`src/rtl/core/cfpr_pkg.sv`:
```
package cfpr_pkg;

  localparam logic [7:0] CR_BYTE = 8'h0d;
  localparam logic [7:0] LF_BYTE = 8'h0a;

  localparam int unsigned CFG_W   = 16;
  localparam int unsigned IDLE_W  = 16;
  localparam int unsigned LEN_W   = 6;

  localparam logic [CFG_W-1:0] TIMEOUT_RESET = 16'd500;

  typedef enum logic [1:0] {
    CMD_BYTE = 2'd0,
    CMD_READ = 2'd1,
    CMD_TICK = 2'd2
  } cmd_e;

  typedef enum logic [1:0] {
    KIND_DATA    = 2'd0,
    KIND_EMPTY   = 2'd1,
    KIND_STORED  = 2'd2,
    KIND_DROPPED = 2'd3
  } kind_e;

  typedef enum logic {
    ST_IDLE,
    ST_STREAM
  } state_e;

endpackage

```
`src/rtl/core/crlf_frame_page_ring_unit.sv`:
```
// Received bytes and ticks are handled as they are accepted; a store or drop result sits in the
// output register from the next cycle, and the next request is taken only in a cycle where no read
// is streaming and the output register is empty or its result is accepted.
// A read of an N byte frame gives N payload outputs, one payload byte per cycle while the output
// is not stalled, paced by the single read port of the page store and stretched by any output stall.
// Reset clears the pointers, fill count, page lengths and idle count at once; the page store
// has no reset and needs no clearing pass, since only written entries are ever read.
module crlf_frame_page_ring_unit
  import cfpr_pkg::*;
#(
  parameter int unsigned PAGES      = 4,
  parameter int unsigned PAGE_BYTES = 64
) (
  input  logic              clk_i,
  input  logic              rst_ni,

  input  logic              cfg_valid_i,
  output logic              cfg_ready_o,
  input  logic [CFG_W-1:0]  cfg_data_i,

  input  logic              in_valid_i,
  output logic              in_ready_o,
  input  logic [1:0]        cmd_i,
  input  logic [7:0]        rx_byte_i,

  output logic              out_valid_o,
  input  logic              out_ready_i,
  output logic [1:0]        kind_o,
  output logic [7:0]        out_byte_o,
  output logic [LEN_W-1:0]  frame_length_o,
  output logic              overwrote_o,
  output logic              timed_out_o,
  output logic              last_o
);

  localparam int unsigned PW    = $clog2(PAGES);
  localparam int unsigned FW    = $clog2(PAGE_BYTES + 1);
  localparam int unsigned AW    = $clog2(PAGES * PAGE_BYTES);
  localparam int unsigned DEPTH = PAGES * PAGE_BYTES;
  localparam int unsigned EXT_W = FW + LEN_W;

  function automatic logic [LEN_W-1:0] to_out_len(logic [FW-1:0] v);
    logic [EXT_W-1:0] e;
    e = EXT_W'(v);
    return e[LEN_W-1:0];
  endfunction

  function automatic logic [PW-1:0] next_page(logic [PW-1:0] p);
    logic [PW-1:0] r;
    if (p == PW'(PAGES - 1)) begin
      r = '0;
    end else begin
      r = p + PW'(1);
    end
    return r;
  endfunction

  state_e            state_q, state_d;
  logic [CFG_W-1:0]  timeout_q, timeout_d;
  logic [IDLE_W-1:0] idle_q, idle_d;
  logic [FW-1:0]     fill_q, fill_d;
  logic              last_cr_q, last_cr_d;
  logic [PW-1:0]     wp_q, wp_d;
  logic [PW-1:0]     rp_q, rp_d;
  logic [PAGES-1:0]  full_q, full_d;
  logic [FW-1:0]     page_len_q [PAGES];
  logic [FW-1:0]     page_len_d [PAGES];

  logic [PW-1:0]     rd_page_q, rd_page_d;
  logic [FW-1:0]     len_q, len_d;
  logic [FW-1:0]     idx_q, idx_d;
  logic              tmo_q, tmo_d;

  logic              out_valid_q, out_valid_d;
  kind_e             kind_q, kind_d;
  logic [7:0]        out_byte_q;
  logic [LEN_W-1:0]  frame_length_q, frame_length_d;
  logic              overwrote_q, overwrote_d;
  logic              timed_out_q, timed_out_d;
  logic              last_q, last_d;

  logic [7:0]        page_store [DEPTH];
  logic              mem_we, mem_re, out_load;
  logic [AW-1:0]     wr_addr, rd_addr;

  logic              out_free, in_fire, tmo;
  logic [PW-1:0]     wp_nxt, rp_nxt;

  assign out_free   = !out_valid_q || out_ready_i;
  assign in_ready_o = (state_q == ST_IDLE) && out_free;
  assign in_fire    = in_valid_i && in_ready_o;
  assign cfg_ready_o = 1'b1;

  assign wp_nxt  = next_page(wp_q);
  assign rp_nxt  = next_page(rp_q);
  assign tmo     = (fill_q != '0) && (idle_q > timeout_q);
  assign wr_addr = AW'(wp_q) * AW'(PAGE_BYTES) + AW'(fill_q - FW'(2));
  assign rd_addr = AW'(rd_page_q) * AW'(PAGE_BYTES) + AW'(idx_q);

  always_comb begin
    state_d        = state_q;
    timeout_d      = timeout_q;
    idle_d         = idle_q;
    fill_d         = fill_q;
    last_cr_d      = last_cr_q;
    wp_d           = wp_q;
    rp_d           = rp_q;
    full_d         = full_q;
    page_len_d     = page_len_q;
    rd_page_d      = rd_page_q;
    len_d          = len_q;
    idx_d          = idx_q;
    tmo_d          = tmo_q;
    out_valid_d    = out_valid_q && !out_ready_i;
    kind_d         = kind_q;
    frame_length_d = frame_length_q;
    overwrote_d    = overwrote_q;
    timed_out_d    = timed_out_q;
    last_d         = last_q;
    mem_we         = 1'b0;
    mem_re         = 1'b0;
    out_load       = 1'b0;

    if (cfg_valid_i) begin
      timeout_d = cfg_data_i;
    end

    unique case (state_q)
      ST_IDLE: begin
        if (in_fire) begin
          unique case (cmd_i)
            CMD_BYTE: begin
              if (fill_q == '0) begin
                if (rx_byte_i == CR_BYTE) begin
                  idle_d = '0;
                  fill_d = FW'(1);
                end
              end else if (fill_q == FW'(1)) begin
                if (rx_byte_i != LF_BYTE) begin
                  fill_d = '0;
                end else begin
                  idle_d = '0;
                  fill_d = FW'(2);
                end
              end else if (fill_q >= FW'(PAGE_BYTES)) begin
                // Frame fill has reached PAGE_BYTES: throw the partial frame away.
                fill_d         = '0;
                out_load       = 1'b1;
                kind_d         = KIND_DROPPED;
                frame_length_d = '0;
                overwrote_d    = 1'b0;
              end else begin
                mem_we    = 1'b1;
                idle_d    = '0;
                fill_d    = fill_q + FW'(1);
                last_cr_d = (rx_byte_i == CR_BYTE);
                if ((fill_q != FW'(2)) && (rx_byte_i == LF_BYTE) && last_cr_q) begin
                  out_load    = 1'b1;
                  overwrote_d = 1'b0;
                  if (fill_q == FW'(3)) begin
                    // Closing CR LF straight after the opening one: empty payload.
                    fill_d         = '0;
                    kind_d         = KIND_DROPPED;
                    frame_length_d = '0;
                  end else begin
                    page_len_d[wp_q] = fill_q - FW'(3);
                    full_d[wp_q]     = 1'b1;
                    wp_d             = wp_nxt;
                    fill_d           = '0;
                    kind_d           = KIND_STORED;
                    frame_length_d   = to_out_len(fill_q - FW'(3));
                    if (full_q[wp_nxt]) begin
                      full_d[wp_nxt]     = 1'b0;
                      page_len_d[wp_nxt] = '0;
                      overwrote_d        = 1'b1;
                    end
                  end
                end
              end
            end
            CMD_READ: begin
              // A stale partial frame on the write page (idle count past the timeout) is discarded by a read.
              if (tmo) begin
                fill_d = '0;
              end
              if (full_q[rp_q]) begin
                rp_d             = rp_nxt;
                full_d[rp_q]     = 1'b0;
                page_len_d[rp_q] = '0;
                len_d            = page_len_q[rp_q];
                rd_page_d        = rp_q;
                idx_d            = '0;
                tmo_d            = tmo;
                state_d          = ST_STREAM;
              end else begin
                out_load       = 1'b1;
                kind_d         = KIND_EMPTY;
                frame_length_d = '0;
                overwrote_d    = 1'b0;
                timed_out_d    = tmo;
                last_d         = 1'b1;
              end
            end
            CMD_TICK: begin
              if (idle_q != '1) begin
                idle_d = idle_q + IDLE_W'(1);
              end
            end
            default: begin
            end
          endcase
          if (out_load) begin
            out_valid_d = 1'b1;
            if (cmd_i != CMD_READ) begin
              timed_out_d = 1'b0;
              last_d      = 1'b1;
            end
          end
        end
      end
      ST_STREAM: begin
        if (out_free) begin
          mem_re         = 1'b1;
          out_valid_d    = 1'b1;
          kind_d         = KIND_DATA;
          frame_length_d = to_out_len(len_q);
          overwrote_d    = 1'b0;
          timed_out_d    = tmo_q;
          last_d         = ((idx_q + FW'(1)) == len_q);
          idx_d          = idx_q + FW'(1);
          if ((idx_q + FW'(1)) == len_q) begin
            state_d = ST_IDLE;
          end
        end
      end
      default: begin
        state_d = ST_IDLE;
      end
    endcase
  end

  always_ff @(posedge clk_i or negedge rst_ni) begin
    if (!rst_ni) begin
      state_q     <= ST_IDLE;
      timeout_q   <= TIMEOUT_RESET;
      idle_q      <= '0;
      fill_q      <= '0;
      last_cr_q   <= 1'b0;
      wp_q        <= '0;
      rp_q        <= '0;
      full_q      <= '0;
      out_valid_q <= 1'b0;
      for (int i = 0; i < PAGES; i++) begin
        page_len_q[i] <= '0;
      end
    end else begin
      state_q     <= state_d;
      timeout_q   <= timeout_d;
      idle_q      <= idle_d;
      fill_q      <= fill_d;
      last_cr_q   <= last_cr_d;
      wp_q        <= wp_d;
      rp_q        <= rp_d;
      full_q      <= full_d;
      out_valid_q <= out_valid_d;
      page_len_q  <= page_len_d;
    end
  end

  always_ff @(posedge clk_i) begin
    rd_page_q      <= rd_page_d;
    len_q          <= len_d;
    idx_q          <= idx_d;
    tmo_q          <= tmo_d;
    kind_q         <= kind_d;
    frame_length_q <= frame_length_d;
    overwrote_q    <= overwrote_d;
    timed_out_q    <= timed_out_d;
    last_q         <= last_d;
  end

  always_ff @(posedge clk_i) begin
    if (mem_we) begin
      page_store[wr_addr] <= rx_byte_i;
    end
    if (mem_re) begin
      out_byte_q <= page_store[rd_addr];
    end else if (out_load) begin
      out_byte_q <= '0;
    end
  end

  assign out_valid_o    = out_valid_q;
  assign kind_o         = kind_q;
  assign out_byte_o     = out_byte_q;
  assign frame_length_o = frame_length_q;
  assign overwrote_o    = overwrote_q;
  assign timed_out_o    = timed_out_q;
  assign last_o         = last_q;

endmodule
```
`config.mk`:
```
export PLATFORM = sky130hd
export DESIGN_NAME = crlf_frame_page_ring_unit
export DESIGN_NICKNAME = d
export VERILOG_FILES = /design/src/rtl/core/cfpr_pkg.sv /design/src/rtl/core/crlf_frame_page_ring_unit.sv
export SDC_FILE = /design/constraint.sdc
export NUM_CORES = 2
export LEC_CHECK = 0
export ABC_AREA = 1
export BUFFER_PORTS_ARGS = -buffer_cell sky130_fd_sc_hd__buf_4
export CAP_MARGIN = 20
export CORE_UTILIZATION = 30
export CTS_CLUSTER_DIAMETER = 50
export DETAILED_ROUTE_END_ITERATION = 7
export PLACE_DENSITY = 0.55
export SYNTH_ARGS = -nofsm -noshare
export SYNTH_HDL_FRONTEND = slang
export SYNTH_SLANG_ARGS = --single-unit
```
`constraint.sdc`:
```
create_clock -name clk_i -period 3.4 [get_ports clk_i]
set_input_delay 0 -clock clk_i [delete_from_list [all_inputs] [get_ports clk_i]]
set_output_delay 0 -clock clk_i [all_outputs]
set_load 0.005 [all_outputs]
```
; Yosys cells after proc, flatten, opt, wreduce, memory -nomap -nowiden
; Memory sizes are Yosys's and may differ from the RTL's.
; Cells that the tools add are included.
; Widths: inputs -> output; s select.
[op_classes]
reduce_logical = 30
order_cmp = 14
n_mux = 135
addsub = 9
n_bitwise = 17
n_eq_ne = 33
[op_table]
columns = operator, n
row1 = $mux 28, 7
row2 = $mux 7, 15
row3 = $mux 16, 6
row4 = $and 28x28->28, 2
row5 = $not 28->28, 2
row6 = $pmux 28 s2, 1
row7 = $mux 1, 54
row8 = $mux 6, 8
row9 = $demux 7 s2, 3
row10 = $pmux 16 s2, 1
row11 = $bwmux 28, 1
row12 = $mux 4, 7
row13 = $pmux 7 s2, 2
row14 = $pmux 6 s2, 2
row15 = $mux 2, 10
row16 = $ne 2x2->1 const B, 9
row17 = $add 16x1->16 const B, 1
row18 = $eq 8x4->1 const B, 2
row19 = $gt 16x16->1, 1
row20 = $mux 8, 2
row21 = $ne 16x16->1 const B, 1
row22 = $add 7x1->7 const B, 2
row23 = $bmux 7 s2, 1
row24 = $pmux 1 s2, 7
row25 = 44 further kinds, 91
[word_totals]
ramBits = 2048
memories = 1
word_cells = 262
inputBits = 31
regBits = 114
out_inout_bits = 22
[mem_list]
columns = memory, depth, word_bits, rd, rd_clocked_by_memory_dff, wr, line
row1 = page_store, 256, 8, 1, 0, 1, crlf_frame_page_ring_unit.sv:82  ; logic [7:0] page_store [DEPTH];

; Logic depth before layout (Yosys ltp)
[depth]
word_depth = 16
mapped_depth = 17

; Least setup slack after synthesis
; OpenSTA, ideal clock, no wires.
[synth_path]
path_type = register to register
from = register fill_q[2]
to = memory page_store[188][0] (enable)
required_time_ns = 3.017
period_less_slack_ns = 3.138
arrival_ns = 2.755
setup_slack_ns = 0.262
setup_time_ns = 0.383
stages_incl_launch_ff = 11
path_cell_list = dfrtp_1 -> inv_1 -> ha_1 -> inv_1 -> fa_1 -> xor2_1 -> inv_1 -> nor2_1 -> inv_1 -> clkbuf_1 -> nor3_1
[synth_between]
elab_chain_cells = 9
word_cells_on_any_way = 13
cone_classes = add/sub: 2 / order compare: 1 / eq/ne: 1 / mux: 8 / reduce/logical: 1
[synth_lines]
columns = element, line
row1 = from (decl), crlf_frame_page_ring_unit.sv:61  ; logic [FW-1:0] fill_q, fill_d;
row2 = from (signal assigned), crlf_frame_page_ring_unit.sv:260  ; fill_q <= fill_d;
row3 = $ge 7x7->1, crlf_frame_page_ring_unit.sv:145  ; end else if (fill_q >= FW'(PAGE_BYTES)) begin
row4 = $mux 1, crlf_frame_page_ring_unit.sv:145
row5 = $mux 1, crlf_frame_page_ring_unit.sv:138  ; end else if (fill_q == FW'(1)) begin
row6 = $mux 1, crlf_frame_page_ring_unit.sv:133  ; if (fill_q == '0) begin
row7 = $mux 1, crlf_frame_page_ring_unit.sv:131  ; unique case (cmd_i)
row8 = $mux 1, crlf_frame_page_ring_unit.sv:130  ; if (in_fire) begin
row9 = $mux 1, crlf_frame_page_ring_unit.sv:128  ; unique case (state_q)
row10 = $mux 1, crlf_frame_page_ring_unit.sv:283  ; if (mem_we) begin
row11 = $mux 1 (implied by the code), crlf_frame_page_ring_unit.sv:284  ; page_store[wr_addr] <= rx_byte_i;
row12 = to (decl), crlf_frame_page_ring_unit.sv:82
; Parallel ways exist; a longest one is shown, timed or not.

; Final worst setup path
[layout_path]
from = register fill_q[2]
to = memory page_store[153][2] (enable)
; The elaborated chain is that of the path after synthesis.

==> reports/qor.yml <==
critical_path:
  cp.arrival_ns: 3.82
  path_depth: 13
  critPathTopFamily: "buffers and inverters"
  rr_endpoint: "page_store[153][2]$_DFFE_PP_"
  path_class: "reg -> reg"
  cpMostUsedCell: "inv_1"
  worstPathMaxFanout: 13
  start_kind: "flop"
  reg2reg_depth: 13
  slowest_stage: "fa_1"
  slowest_delay_ns: 0.43
  crit_chain: "inv_1 -> ha_1 -> inv_1 -> fa_1 -> xor2_2 -> inv_1 -> buf_4 -> nor2_2 -> inv_1 -> buf_12 -> buf_4 -> nor3_1 -> buf_4"
  cp.required_ns: 3.97
  reg2reg_from: "fill_q[2]$_DFFE_PN0P_"
  end_kind: "flop"
  worst-path-buf-inv: 8
  rrSetupSlack_ns: 0.15
floorplanning:
  fp.dieW_um: 549
  num_io_pins: 53
  start_util_pct: 30.2
  core_um2: 298000
  die_h_um: 549
  fp.dieArea_um2: 302000
  std_cell_rows: 200
timing:
  min_period_over_period_pct: 95.6
  final_max_slew_viol_count: 0
  fmax_ghz: 0.308
  final.min_clock_period_ns: 3.25
  setup_viol: 0
  slew_headroom_pct: 30.0
  fin_tns_setup_ns: 0
  rsz0062_at_grt: "true"
  skew_ns: 0.0502
  tightest_slew_ns: 1.05
  fin_ws_ns: 0.148
  hold_violations: 0
layout:
  final_util_pct: 36.2
  layout.nets: 8229
  syn_to_final_growth_pct: 19.7
  drive_gt1_share_pct: 12.9
  fillerInstances: 28600
yosys:
  synth-seq-cells: 2162
  synth_edf_count: 2084
  synth.top_cell.area_share_pct: 69.6
  syn-cell-area_um2: 89900
  ys_warn_count: 0
  syn_nets: 7866
  ys_top_cells_by_area: "edfxtp_1 70%, nand3_1 11%, nand2_1 9.2%"
  postSynthCellCount: 7787
  synthArstFlopShare_pct: 3.61
  synth_ff_type: "edfxtp_1"
  synth_cell_types: 48
  syn_area_per_cell_um2: 11.5
  synth_commonest_cells: "2211 x nand2_1, 2084 x edfxtp_1, 1960 x nand3_1"
  ys_seq_area_share_pct: 71.8
  synth_top_area_cell: "edfxtp_1"
  synth_most_common_cell: "nand2_1"
clock_tree:
  cts_root_buf: "clkbuf_16"
  cts_tree: "yes"
  clock_sinks: 2162
  cts.htree.levels: 4
  clk_latency_ns: 0.87
  cts_buffer_depth: 3
  numCtsBuffers: 231
  path_clk_slew_ns: 0.06
drt:
  vias_per_cell: 5.08
  drtIter0Drc: 7551
  drc_errors: 0
  drt_first_pass_iters: 7
  drtAntennaViolNets: 0
  num_vias: 62400
  wirelength_um: 273000
  avgRoutedWirePerCell_um: 22.2
power_and_ir_drop:
  power_density_nw_per_um2: 589
  leakage_nw: 38.2
  ir_worst_vdd_mv: 0.447
worst_hold_path:
  hold_path_class: "in -> reg"
  hold_start: "cmd_i[1]"
  hold_path_end: "idle_q[2]$_DFFE_PN0P_"
  holdPathStages: 4
placed_design:
  place_congestion: 0.901
  place_ws_ns: -0.436
  dpl.hpwl_um: 169000
  port_buffers: 51
grt:
  grt_usage_pct: 17.8
  grt_max_degree: 124
  grt_pass1_vias: 60500
  grt_pass1_wl_um: 401000
  grt_overflow_total: 0
  antenna_found_initial: 6
status:
  status: "complete, no violations"
job:
  drv_cap: 0
flip-flops by register name, indices dropped and copies added (netlist names), 6 cells and up, named ones only:
signal,count
page_store,2048
page_len_q,28
idle_q,16
timeout_q,16
out_byte_o,8
fill_q,7
idx_q,7
len_q,7
frame_length_o,6
through the flow:
| step | hold slack [ns] | total power, mW | instance area, um2 | std cells |
|---|---|---|---|---|
| 2_1_floorplan | -0.296 | 34.3 | 89900 | 7787 |
| 3_3_place_gp | 0.215 | 38.1 | 98100 | 11800 |
| 3_5_place_dp | 0.217 | 38.1 | 98100 | 11800 |
| 4_1_cts | 0.0159 | 63.7 | 107000 | 12300 |
| 5_1_grt | 0.0573 | 65.4 | 108000 | 12300 |
| 6_report | 0.0867 | 63.4 | 108000 | 12300 |
power by group:
group	switching, mW	leakage (nW)	internal [mW]
registers	0.0889	19.7	29.3
clock network	10.7	3.75	14.9
logic	6.00	14.8	2.43
total	16.8	38.2	46.6
worst min-delay path, stage by stage:
cell	delay, ns
dlygate4sd3_1	0.52
buf_4	0.15
a21oi_1	0.07
a21oi_1	0.13
layer usage:
| metal | vias up | track usage [%] | wire length [um] |
|---|---|---|---|
| met5 | - | 0 | 7 |
| met4 | 2 | 5.97 | 8740 |
| met3 | 431 | 3.14 | 22200 |
| met2 | 2775 | 28.3 | 125000 |
| met1 | 30800 | 24.5 | 117000 |
| li1 | 28400 | - | - |
cell type report:
cell class              count  area (um2)  area share, %
diodes                      2        5.00        0.00465
clock buffers             283        6020           5.59
clock inverters           155        1740           1.61
inverters                 114         462          0.429
multi-input cells        4987       23400           21.7
flip-flops and latches   2162       64500           60.0
well taps                3939        4930           4.58
repair buffers            654        6540           6.08
timing repair:
| action | in CTS | in global routing |
|---|---|---|
| hold endpoints to repair | 1096 | 0 |
| gates resized for setup | 102 | 34 |
| cloned | 0 | 0 |
| buffers inserted | 0 | 5 |
| pin swaps | 0 | 10 |
| endpoints found under the setup margin | 644 | 502 |
| hold buffers | 82 | 0 |
worst max path at each step:
stage | slack (ns) | from | endpoint
after floorplan | 0.26 | fill_q[2]$_DFFE_PN0P_ | page_store[188][0]$_DFFE_PP_
after global placement | -0.33 | fill_q[2]$_DFFE_PN0P_ | page_store[208][4]$_DFFE_PP_
after detailed placement | -0.44 | fill_q[2]$_DFFE_PN0P_ | page_store[208][4]$_DFFE_PP_
after CTS | -0.006 | fill_q[2]$_DFFE_PN0P_ | page_store[184][6]$_DFFE_PP_
after global routing | -0.02 | fill_q[3]$_DFFE_PN0P_ | page_store[153][2]$_DFFE_PP_
final | 0.15 | fill_q[2]$_DFFE_PN0P_ | page_store[153][2]$_DFFE_PP_
cell usage in the layout, fill, tap and decap left out, types with 22 or more instances in the layout:
cell / synthesis / layout
nand2_1: 2211 / 2193
clkinv_1: 3 / 43
clkbuf_16: 0 / 233
nor3_2: 2 / 64
o21ai_0: 137 / 137
o22ai_1: 22 / 22
clkbuf_1: 196 / 50
nor3_1: 143 / 45
bufinv_16: 0 / 29
ha_1: 47 / 47
clkinv_2: 1 / 36
nor2_1: 282 / 282
nor3_4: 1 / 37
edfxtp_1: 2084 / 2084
inv_1: 107 / 103
buf_12: 0 / 108
xor2_1: 29 / 28
nand3_1: 1960 / 1960
dlygate4sd3_1: 0 / 81
buf_4: 17 / 451
dfrtp_1: 72 / 72
a21oi_1: 46 / 46
nand2_2: 10 / 28
cell families (layout without fill, tap and decap cells):
logic type               count (synthesis)  in the layout  synth area share, %
AND/OR/NAND/NOR                       4640           4640                 22.5
flip-flops                            2162           2162                 71.8
buffers and inverters                  638           1206                 3.10
AO/OA/AOI/OAI                          261            261                 1.59
adder cells (fa/ha/maj)                 48             48                0.676
XOR/XNOR                                35             35                0.341
multiplexers                             2              2               0.0250
other                                    1              3              0.00417
(Power assumes the default switching activity.)
